--- src/round_robin_time_slice_scheduler_core_defines.svh ---
// Assertion macros shared by the scheduler RTL.
// Each macro expects clk and rst_n to exist in the scope where it is used.
`ifndef ROUND_ROBIN_TIME_SLICE_SCHEDULER_CORE_DEFINES_SVH
`define ROUND_ROBIN_TIME_SLICE_SCHEDULER_CORE_DEFINES_SVH

// Same-cycle implication, checked only while out of reset.
`define RRTSS_ASSERT_IMP(lbl, ante, cons) \
  lbl: assert property (@(posedge clk) disable iff (!rst_n) (ante) |-> (cons)) \
    else $error("scheduler assertion failed");

// Invariant that must hold at every clock edge out of reset.
`define RRTSS_ASSERT_ALWAYS(lbl, expr) \
  lbl: assert property (@(posedge clk) disable iff (!rst_n) (expr)) \
    else $error("scheduler invariant failed");

`endif

--- src/rrtss_pkg.sv ---
`default_nettype none

package rrtss_pkg;

  // Fixed field widths of the transaction ports.
  localparam int TAG_W     = 4;
  localparam int IN_REM_W  = 16;
  localparam int OUT_REM_W = 16;
  localparam int SLICE_W   = 8;

  localparam logic [SLICE_W-1:0] SLICE_RESET = 8'd4;
  localparam logic [SLICE_W-1:0] SLICE_MIN   = 8'd1;

  typedef enum logic {
    REQ_ARRIVAL = 1'b0,
    REQ_TICK    = 1'b1
  } req_e_t;

  // Requests from the scheduler to the ready ring.
  typedef struct packed {
    logic push;
    logic pop;
  } ring_ctrl_t;

  // Status returned by the ready ring for the current cycle.
  typedef struct packed {
    logic push_ok;
    logic pop_ok;
  } ring_stat_t;

endpackage

`default_nettype wire

--- src/rrtss_ring.sv ---
`default_nettype none

// Ready ring: a FIFO of task entries. A push and a pop may happen in the same
// cycle; the pop then sees the pushed entry when the ring was empty. The entry
// at the head is kept in a register, so the array is only read on a clock edge.
module rrtss_ring
  import rrtss_pkg::*;
#(
  parameter int DEPTH   = 16,
  parameter int ENTRY_W = 20,
  parameter int CNT_W   = 5,
  parameter int IDX_W   = 4
) (
  input  wire logic               clk,
  input  wire logic               rst_n,
  input  wire ring_ctrl_t         ctrl,
  input  wire logic [ENTRY_W-1:0] push_data,
  output logic      [ENTRY_W-1:0] pop_data,
  output ring_stat_t              stat,
  output logic      [CNT_W-1:0]   count,
  output logic      [CNT_W-1:0]   count_nxt
);

  logic [ENTRY_W-1:0] mem [DEPTH];
  logic [ENTRY_W-1:0] head_data_r;
  logic [IDX_W-1:0]   head_r, head_nxt;
  logic [IDX_W-1:0]   tail_r, tail_nxt;
  logic [CNT_W-1:0]   count_r;
  logic [CNT_W-1:0]   cnt_pushed;
  logic               push_ok;
  logic               pop_ok;

  assign push_ok    = ctrl.push && (count_r < CNT_W'(DEPTH));
  assign cnt_pushed = count_r + CNT_W'(push_ok);
  assign pop_ok     = ctrl.pop && (cnt_pushed != '0);
  assign count_nxt  = cnt_pushed - CNT_W'(pop_ok);
  assign count      = count_r;

  // An empty ring can only deliver the entry being pushed this cycle.
  assign pop_data = (count_r == '0) ? push_data : head_data_r;

  assign head_nxt = (head_r == IDX_W'(DEPTH - 1)) ? '0 : head_r + 1'b1;
  assign tail_nxt = (tail_r == IDX_W'(DEPTH - 1)) ? '0 : tail_r + 1'b1;

  assign stat.push_ok = push_ok;
  assign stat.pop_ok  = pop_ok;

  always_ff @(posedge clk) begin
    if (!rst_n) begin
      head_r  <= '0;
      tail_r  <= '0;
      count_r <= '0;
    end else begin
      if (push_ok) begin
        tail_r <= tail_nxt;
      end
      if (pop_ok) begin
        head_r <= head_nxt;
      end
      count_r <= count_nxt;
    end
  end

  // The head register follows the entry that will be at the head next cycle:
  // after a pop it is the following slot, unless that slot is written now.
  always_ff @(posedge clk) begin
    if (push_ok) begin
      mem[tail_r] <= push_data;
    end
    if (pop_ok) begin
      if (push_ok && (tail_r == head_nxt)) begin
        head_data_r <= push_data;
      end else begin
        head_data_r <= mem[head_nxt];
      end
    end else if (push_ok && (count_r == '0)) begin
      head_data_r <= push_data;
    end
  end

endmodule

`default_nettype wire

--- src/round_robin_time_slice_scheduler_core.sv ---
// A taken transaction passes the input and result registers, then shows a one-cycle out_valid.
// Throughput: one transaction per cycle; busy is never raised and the receiver cannot stall.
// The rate is set by the single update path from the input register to the result register.
// Reset (rst_n low, synchronous) empties the ring, drops the running and preempted tasks,
// and sets the quantum to four ticks; ring entries themselves are not cleared.
`default_nettype none
`include "round_robin_time_slice_scheduler_core_defines.svh"

module round_robin_time_slice_scheduler_core
  import rrtss_pkg::*;
#(
  parameter int RING_DEPTH = 16,
  parameter int BURST_BITS = 16,
  localparam int CNT_W     = $clog2(RING_DEPTH + 1)
) (
  input  wire logic                 clk,
  input  wire logic                 rst_n,
  // Input transaction channel
  input  wire logic                 start,
  output logic                      busy,
  input  wire logic                 in_req_type,
  input  wire logic [TAG_W-1:0]     in_task_tag,
  input  wire logic [IN_REM_W-1:0]  in_burst_length,
  // Configuration register (time quantum)
  input  wire logic                 cfg_we,
  input  wire logic [SLICE_W-1:0]   cfg_wdata,
  // Result transaction channel
  output logic                      out_valid,
  output logic                      out_arrival_accepted,
  output logic                      out_cpu_busy,
  output logic [TAG_W-1:0]          out_run_tag,
  output logic [OUT_REM_W-1:0]      out_run_remaining,
  output logic                      out_task_done,
  output logic                      out_slice_end,
  output logic [CNT_W-1:0]          out_queued_count
);

  localparam int IDX_W   = (RING_DEPTH > 1) ? $clog2(RING_DEPTH) : 1;
  localparam int ENTRY_W = TAG_W + BURST_BITS;
  localparam int OCC_W   = CNT_W + 1;

  // ---------------------------------------------------------------------------
  // Input register. Every start is taken, so the register simply samples the
  // transaction fields; the burst is brought to the internal width here.
  // ---------------------------------------------------------------------------
  logic                  in_v_r;
  req_e_t                req_r;
  logic [TAG_W-1:0]      tag_r;
  logic [BURST_BITS-1:0] burst_r;

  assign busy = 1'b0;

  always_ff @(posedge clk) begin
    if (!rst_n) begin
      in_v_r <= 1'b0;
    end else begin
      in_v_r <= start;
    end
  end

  always_ff @(posedge clk) begin
    if (start) begin
      req_r   <= req_e_t'(in_req_type);
      tag_r   <= in_task_tag;
      burst_r <= BURST_BITS'(in_burst_length);
    end
  end

  // ---------------------------------------------------------------------------
  // Quantum register. A quantum of zero behaves as one.
  // ---------------------------------------------------------------------------
  logic [SLICE_W-1:0] slice_len_r;
  logic [SLICE_W-1:0] quantum;

  always_ff @(posedge clk) begin
    if (!rst_n) begin
      slice_len_r <= SLICE_RESET;
    end else if (cfg_we) begin
      slice_len_r <= cfg_wdata;
    end
  end

  assign quantum = (slice_len_r == '0) ? SLICE_MIN : slice_len_r;

  // ---------------------------------------------------------------------------
  // Scheduler state: the running task, its slice count, and the task that was
  // preempted on the previous tick and still has to go back into the ring.
  // ---------------------------------------------------------------------------
  logic               cur_v_r,     cur_v_nxt;
  logic [ENTRY_W-1:0] cur_entry_r, cur_entry_nxt;
  logic [SLICE_W-1:0] slice_r,     slice_nxt;
  logic               pend_v_r,    pend_v_nxt;
  logic [ENTRY_W-1:0] pend_entry_r, pend_entry_nxt;

  ring_ctrl_t         ring_ctrl;
  ring_stat_t         ring_stat;
  logic [ENTRY_W-1:0] ring_push_data;
  logic [ENTRY_W-1:0] ring_pop_data;
  logic [CNT_W-1:0]   ring_count;
  logic [CNT_W-1:0]   ring_count_nxt;

  rrtss_ring #(
    .DEPTH   (RING_DEPTH),
    .ENTRY_W (ENTRY_W),
    .CNT_W   (CNT_W),
    .IDX_W   (IDX_W)
  ) u_ring (
    .clk       (clk),
    .rst_n     (rst_n),
    .ctrl      (ring_ctrl),
    .push_data (ring_push_data),
    .pop_data  (ring_pop_data),
    .stat      (ring_stat),
    .count     (ring_count),
    .count_nxt (ring_count_nxt)
  );

  // Occupancy counts the queued, running and preempted tasks together; an
  // arrival with a nonzero burst is refused once that total fills the ring.
  logic [OCC_W-1:0] occupied;
  assign occupied = OCC_W'(ring_count) + OCC_W'(cur_v_r) + OCC_W'(pend_v_r);

  // Working values for the task that runs on a tick.
  logic [ENTRY_W-1:0]    run_entry;
  logic [SLICE_W-1:0]    run_slice;
  logic [BURST_BITS-1:0] run_rem;
  logic [TAG_W-1:0]      run_tag;
  logic [ENTRY_W-1:0]    run_entry_new;

  assign run_entry     = cur_v_r ? cur_entry_r : ring_pop_data;
  assign run_slice     = (cur_v_r ? slice_r : '0) + 1'b1;
  assign run_rem       = run_entry[BURST_BITS-1:0] - 1'b1;
  assign run_tag       = run_entry[ENTRY_W-1:BURST_BITS];
  assign run_entry_new = {run_tag, run_rem};

  // Result values before the output register.
  logic                  res_accepted;
  logic                  res_busy;
  logic [TAG_W-1:0]      res_tag;
  logic [BURST_BITS-1:0] res_rem;
  logic                  res_done;
  logic                  res_send;

  always_comb begin
    ring_ctrl      = '0;
    ring_push_data = pend_entry_r;
    cur_v_nxt      = cur_v_r;
    cur_entry_nxt  = cur_entry_r;
    slice_nxt      = slice_r;
    pend_v_nxt     = pend_v_r;
    pend_entry_nxt = pend_entry_r;
    res_accepted   = 1'b0;
    res_busy       = 1'b0;
    res_tag        = '0;
    res_rem        = '0;
    res_done       = 1'b0;
    res_send       = 1'b0;

    if (in_v_r) begin
      case (req_r)
        REQ_ARRIVAL: begin
          res_tag = tag_r;
          if (burst_r == '0) begin
            // A zero burst completes on arrival and never enters the ring.
            res_accepted = 1'b1;
            res_done     = 1'b1;
          end else if (occupied < OCC_W'(RING_DEPTH)) begin
            ring_ctrl.push = 1'b1;
            ring_push_data = {tag_r, burst_r};
            res_accepted   = 1'b1;
          end
        end
        REQ_TICK: begin
          // The preempted task goes in behind any arrivals queued since; an
          // idle processor then takes the head, which may be that same task.
          ring_ctrl.push = pend_v_r;
          ring_push_data = pend_entry_r;
          pend_v_nxt     = 1'b0;
          ring_ctrl.pop  = !cur_v_r;
          if (cur_v_r || ring_stat.pop_ok) begin
            res_busy      = 1'b1;
            res_tag       = run_tag;
            res_rem       = run_rem;
            cur_entry_nxt = run_entry_new;
            if (run_rem == '0) begin
              res_done  = 1'b1;
              cur_v_nxt = 1'b0;
              slice_nxt = '0;
            end else if (run_slice >= quantum) begin
              res_send       = 1'b1;
              pend_v_nxt     = 1'b1;
              pend_entry_nxt = run_entry_new;
              cur_v_nxt      = 1'b0;
              slice_nxt      = '0;
            end else begin
              cur_v_nxt = 1'b1;
              slice_nxt = run_slice;
            end
          end
        end
        default: begin
          res_tag = '0;
        end
      endcase
    end
  end

  always_ff @(posedge clk) begin
    if (!rst_n) begin
      cur_v_r      <= 1'b0;
      cur_entry_r  <= '0;
      slice_r      <= '0;
      pend_v_r     <= 1'b0;
      pend_entry_r <= '0;
    end else begin
      cur_v_r      <= cur_v_nxt;
      cur_entry_r  <= cur_entry_nxt;
      slice_r      <= slice_nxt;
      pend_v_r     <= pend_v_nxt;
      pend_entry_r <= pend_entry_nxt;
    end
  end

  // ---------------------------------------------------------------------------
  // Result register. The strobe lasts one cycle per transaction.
  // ---------------------------------------------------------------------------
  logic                 out_valid_r;
  logic                 out_accepted_r;
  logic                 out_busy_r;
  logic [TAG_W-1:0]     out_tag_r;
  logic [OUT_REM_W-1:0] out_rem_r;
  logic                 out_done_r;
  logic                 out_send_r;
  logic [CNT_W-1:0]     out_count_r;

  always_ff @(posedge clk) begin
    if (!rst_n) begin
      out_valid_r <= 1'b0;
    end else begin
      out_valid_r <= in_v_r;
    end
  end

  always_ff @(posedge clk) begin
    if (in_v_r) begin
      out_accepted_r <= res_accepted;
      out_busy_r     <= res_busy;
      out_tag_r      <= res_tag;
      out_rem_r      <= OUT_REM_W'(res_rem);
      out_done_r     <= res_done;
      out_send_r     <= res_send;
      out_count_r    <= ring_count_nxt;
    end
  end

  assign out_valid            = out_valid_r;
  assign out_arrival_accepted = out_accepted_r;
  assign out_cpu_busy         = out_busy_r;
  assign out_run_tag          = out_tag_r;
  assign out_run_remaining    = out_rem_r;
  assign out_task_done        = out_done_r;
  assign out_slice_end        = out_send_r;
  assign out_queued_count     = out_count_r;

  // ---------------------------------------------------------------------------
  // Assertions
  // ---------------------------------------------------------------------------
  // A task cannot both finish and be preempted on the same tick.
  `RRTSS_ASSERT_IMP(a_done_xor_send, out_valid_r, !(out_done_r && out_send_r))
  // Every accepted transaction yields exactly one result after the input and result registers.
  `RRTSS_ASSERT_IMP(a_result_follows, start && !busy, ##2 out_valid)
  // A preempted task waiting for requeue means the processor is idle.
  `RRTSS_ASSERT_ALWAYS(a_cur_pend_excl, !(cur_v_r && pend_v_r))
  // Queued, running and preempted tasks never exceed the ring capacity.
  `RRTSS_ASSERT_ALWAYS(a_occupancy, occupied <= OCC_W'(RING_DEPTH))
  // A tick that finds the CPU busy never reports an accepted arrival.
  `RRTSS_ASSERT_IMP(a_tick_no_accept, out_valid_r && out_busy_r, !out_accepted_r)

endmodule

`default_nettype wire

--- config.mk ---
export PLATFORM = sky130hd
export DESIGN_NAME = round_robin_time_slice_scheduler_core
export DESIGN_NICKNAME = d
export VERILOG_FILES = /design/src/rrtss_pkg.sv /design/src/rrtss_ring.sv /design/src/round_robin_time_slice_scheduler_core.sv
export VERILOG_INCLUDE_DIRS = /design/src /design/src/src
export SDC_FILE = /design/constraint.sdc
export NUM_CORES = 1
export LEC_CHECK = 0
export BUFFER_PORTS_ARGS = -buffer_cell sky130_fd_sc_hd__buf_2
export CAP_MARGIN = 20
export CORE_MARGIN = 2
export CORE_UTILIZATION = 25
export DETAILED_ROUTE_END_ITERATION = 6
export GPL_TIMING_DRIVEN = 1
export PLACE_DENSITY_LB_ADDON = 0.15
export SLEW_MARGIN = 20
export SYNTH_ARGS = -nofsm -noshare
export SYNTH_HDL_FRONTEND = slang
export SYNTH_SLANG_ARGS = --single-unit
--- constraint.sdc ---
create_clock -name clk -period 7 [get_ports clk]
set_input_delay 0 -clock clk [delete_from_list [all_inputs] [get_ports clk]]
set_output_delay 0 -clock clk [all_outputs]
set_load 0.02 [all_outputs]
==> out/summary.json <==
{
  "run_status": {"value": "completed"},
  "synth.top_cells.by_count": {"value": "390 x edfxtp_1, 98 x mux4_2, 83 x nand2_1"},
  "syn-num-nets": {"value": 1257},
  "top_area_cell_type_share_of_the_netlist_area": {"value": 60.8, "unit": "%"},
  "grt_max_degree": {"value": 81},
  "layout-area-overhead-vs-synth": {"value": 19.6, "unit": "%"},
  "critical_path.endpoint_type": {"value": "register"},
  "first_global_vias": {"value": 11172},
  "most_used_flip_flop_cell_after_synthesis": {"value": "edfxtp_1"},
  "floorplan.initialDensity": {"value": 25.3, "unit": "%"},
  "ys_types": {"value": 69},
  "worst_max_slew_margin_expressed_relative_to_the_limit": {"value": 39.2, "unit": "%"},
  "finish.instance_area": {"value": 23000, "unit": "sq um"},
  "internal_power": {"value": 4820, "unit": "uW"},
  "ff2ff_setup_slack": {"value": 1.31, "unit": "ns"},
  "multi_input_comb_area": {"value": 5780, "unit": "sq um"},
  "setup.worst_path.start_class": {"value": "register"},
  "total_switching_power": {"value": 1640, "unit": "uW"},
  "num_antenna_cells": {"value": 0},
  "ys_ff_latch": {"value": 463},
  "io_pins": {"value": 64},
  "chipWidth": {"value": 281, "unit": "um"},
  "nFillCells": {"value": 7585},
  "max_cap_viol_count": {"value": 0},
  "criticalPathCategory": {"value": "register to register"},
  "worst_path_largest_cell_delay": {"value": 0.59, "unit": "ns"},
  "hold_path.class": {"value": "input pin to register"},
  "synth.largest_area_cell": {"value": "edfxtp_1"},
  "worst_hold_path.endpoint": {"value": "burst_r[0]"},
  "yosysWarningCount": {"value": 0},
  "dominant_combinational_cell_family_by_area_after_synthesis": {"value": "multiplexers"},
  "sink_count_of_the_clock_tree": {"value": 463},
  "synth-edff-count": {"value": 390},
  "cts_setup_buffers": {"value": 0},
  "final_nets": {"value": 1385},
  "fin_skew": {"value": 0.0243, "unit": "ns"},
  "cp_data_required_time": {"value": 7.48, "unit": "ns"},
  "seqPwrFrac": {"value": 47.3, "unit": "%"},
  "rsz0062_at_grt": {"value": "false"},
  "synthAdderAreaFrac": {"value": 1.36, "unit": "%"},
  "detailed_route_via_count": {"value": 10841},
  "layout.area.seq": {"value": 13200, "unit": "sq um"},
  "grt_first_pass_wirelength": {"value": 77300, "unit": "um"},
  "vdd.ir_drop.worst": {"value": 169, "unit": "uV"},
  "ff2ff_path_depth": {"value": 20},
  "synth-compound-area-share": {"value": 5.61, "unit": "%"},
  "die_area": {"value": 79200, "unit": "sq um"},
  "core-area": {"value": 76100, "unit": "sq um"},
  "report.final.hold_viol_count": {"value": 0},
  "p_comb_share": {"value": 11.6, "unit": "%"},
  "timing.critical_path.cells": {"value": "nor4_1 -> nand4_1 -> buf_4 -> a21boi_0 -> a21oi_1 -> a21oi_1 -> nand2_1 -> nand2_1 -> inv_1 -> ha_1 -> nand4_1 -> a21oi_1 -> a2bb2oi_1 -> nor4_1 -> xnor2_1 -> nor4_1 -> nand4_1 -> buf_4 -> nand2_1 -> a31o_2"},
  "clock_power_share": {"value": 41.1, "unit": "%"},
  "detail_route.drc_violations": {"value": 0},
  "timing.hold.ws": {"value": 0.107, "unit": "ns"},
  "timing.hold.worst_path_depth": {"value": 2},
  "insertion_delay": {"value": 0.61, "unit": "ns"},
  "postSynth.asyncResetShare": {"value": 0, "unit": "%"},
  "io_buffer_count": {"value": 62},
  "timing.rr.start": {"value": "burst_r[7]"},
  "p_sw_share": {"value": 25.4, "unit": "%"},
  "ctsResizeCount": {"value": 0},
  "route.final.wire_length": {"value": 52700, "unit": "um"},
  "timing.rr.end": {"value": "pend_entry_r[13]"},
  "totalNegativeSetupSlack": {"value": 0, "unit": "ns"},
  "synth.most_common_cell": {"value": "edfxtp_1"},
  "detailed_place_hpwl": {"value": 31800, "unit": "um"},
  "grt_use_total": {"value": 13.4, "unit": "%"},
  "worstPathMaxFanout": {"value": 29},
  "synth.avg_cell_area": {"value": 16.0, "unit": "sq um"},
  "final_layout_size_suffix_gt1_share": {"value": 24.0, "unit": "%"},
  "synth_xor_xnor_area_share": {"value": 1.50, "unit": "%"},
  "critical_path_arrival": {"value": 6.17, "unit": "ns"},
  "cellLeakagePower": {"value": 0.00781, "unit": "uW"},
  "grt_antenna_before_repair": {"value": 0},
  "cts_inserted_buffers": {"value": 52},
  "synth.yosys.seq_area_share": {"value": 68.4, "unit": "%"},
  "core.rowCount": {"value": 101},
  "grt_remaining_overflow": {"value": 0},
  "cts_tree": {"value": "yes"},
  "synthSimpleGateAreaFrac": {"value": 6.88, "unit": "%"},
  "timing.final.crit_period": {"value": 5.69, "unit": "ns"},
  "slowest_stage_cell_crit_path": {"value": "nor4_1"},
  "finish.utilization": {"value": 30.3, "unit": "%"},
  "worstHoldStart": {"value": "in_burst_length[0]"},
  "max_clock_freq": {"value": 0.176, "unit": "GHz"},
  "report.final.slew_viol_count": {"value": 0},
  "power.total": {"value": 6460, "unit": "uW"},
  "htreeDepth": {"value": 2},
  "clock_tree.buffer_depth": {"value": 3},
  "post_synth_mux_area_share": {"value": 14.0, "unit": "%"},
  "timing.final.crit_share": {"value": 81.3, "unit": "%"},
  "cell_area_after_technology_mapping": {"value": 19300, "unit": "sq um"},
  "hold_buffers": {"value": 40},
  "power.density": {"value": 281, "unit": "nW/um^2"},
  "finalSetupViolCount": {"value": 0},
  "clkSlewWorstSetupHoldPaths": {"value": 0.06, "unit": "ns"},
  "placed_area": {"value": 21000, "unit": "sq um"},
  "initialDrtViolationCount": {"value": 856},
  "worst-slew-pin-transition": {"value": 0.913, "unit": "ns"},
  "drt-vias-per-instance": {"value": 4.51},
  "drt-wirelength-per-cell": {"value": 21.9, "unit": "um"},
  "die_h": {"value": 281, "unit": "um"},
  "postSynthCellCount": {"value": 1203},
  "drt-pass1-iter-count": {"value": 5},
  "clk_root_buffer_cell": {"value": "clkbuf_16"},
  "final_antenna_net_count": {"value": 0},
  "synth_top_cells_by_area": {"value": "edfxtp_1 61%, mux4_2 11%, dfxtp_1 7.6%"},
  "globalplace.congestion": {"value": 0.844}
}
==> cells by family (layout without fill, tap and decap cells) <==
family                     Yosys count  after routing
muxes                              145            145
adders and majority gates           21             21
DFF                                463            463
buffers and inverters              102            273
xor gates and xnor gates            33             33
and+or+nand+nor                    276            276
other                                1              1
AOI/OAI and AO/OA                  162            162
==> stage by stage <==
stage / setup WS (ns) / cells
2_1_floorplan: 1.81 / 1203
3_3_place_gp: 1.14 / 2267
3_5_place_dp: 1.30 / 2267
4_1_cts: 1.26 / 2404
5_1_grt: 0.937 / 2404
6_report: 1.31 / 2404
==> worst max path at each step <==
stage,from,endpoint,slack [ns],depth (start not counted)
4_1_cts,burst_r[6],pend_entry_r[13],1.26,20
3_3_place_gp,burst_r[6],pend_entry_r[13],1.14,20
6_report,burst_r[7],pend_entry_r[13],1.31,20
3_5_place_dp,burst_r[6],pend_entry_r[13],1.30,20
2_1_floorplan,in_v_r,u_ring.head_data_r[10],1.81,18
5_1_grt,burst_r[6],pend_entry_r[13],0.94,20
==> flip-flops by register name, indices dropped and copies added (netlist names), 4 cells and up <==
| signal | flops |
|---|---|
| u_ring.head_r | 4 |
| out_queued_count | 5 |
| cur_entry_r | 20 |
| pend_entry_r | 20 |
| u_ring.mem | 320 |
| out_run_remaining | 16 |
| u_ring.tail_r | 4 |
| u_ring.head_data_r | 20 |
| slice_r | 8 |
| out_run_tag | 4 |
| burst_r | 16 |
| u_ring.count | 5 |
| tag_r | 4 |
| slice_len_r | 8 |
==> per-layer routing <==
layer	global-route usage, %	part of all wire [%]
met4	3.45	2.1
met1	17.7	45
met2	22.8	49
met5	0	0
met3	2.10	3.8
==> placed cells by master (no fill, tap or decap), drive strengths merged, types with 3 or more instances in the layout <==
cell type,Yosys,layout
a211oi,13,13
a21boi,4,4
a21o,7,7
a21oi,55,55
a22o,5,5
a311oi,8,8
a31oi,7,7
and2,21,21
and3,6,6
buf,16,101
bufinv,0,3
clkbuf,51,70
clkinv,0,22
dfxtp,73,73
dlygate4sd3,0,40
edfxtp,390,390
ha,21,21
inv,35,35
mux2,14,14
mux2i,33,33
mux4,98,98
nand2,84,84
nand2b,6,6
nand3,17,17
nand4,22,22
nor2,81,81
nor2b,3,3
nor3,15,15
nor4,10,10
o2111ai,3,3
o21ai,28,28
o22ai,9,9
or3,5,5
xnor2,16,16
xor2,17,17
==> critical path, delay by kind of cell, from the launching register on <==
family	cells	cell delay, ns
flops	1	0.42
buf+inv	3	0.68
fa+ha+maj	1	0.24
compound gates	6	1.63
simple gates	9	2.01
xor+xnor	1	0.57
==> layout make-up <==
class / instances / area share (%)
inverter: 35 / 0.570
clock inverter: 27 / 1.04
multi-input combinational: 638 / 25.1
sequential: 463 / 57.2
clock buffer: 70 / 6.12
timing repair buffer: 141 / 4.41
tap: 1030 / 5.60
==> power by group through the flow <==
stage                     clock network (uW)  registers [uW]  logic, uW
final                                   2650            3060        751
after global routing                    2850            3060        824
after CTS                               2740            3060        764
after detailed placement                   0            3120        742
after global placement                     0            3110        747
after floorplan                            0            3120        477
No activity file was read; power rests on OpenSTA's default activity.
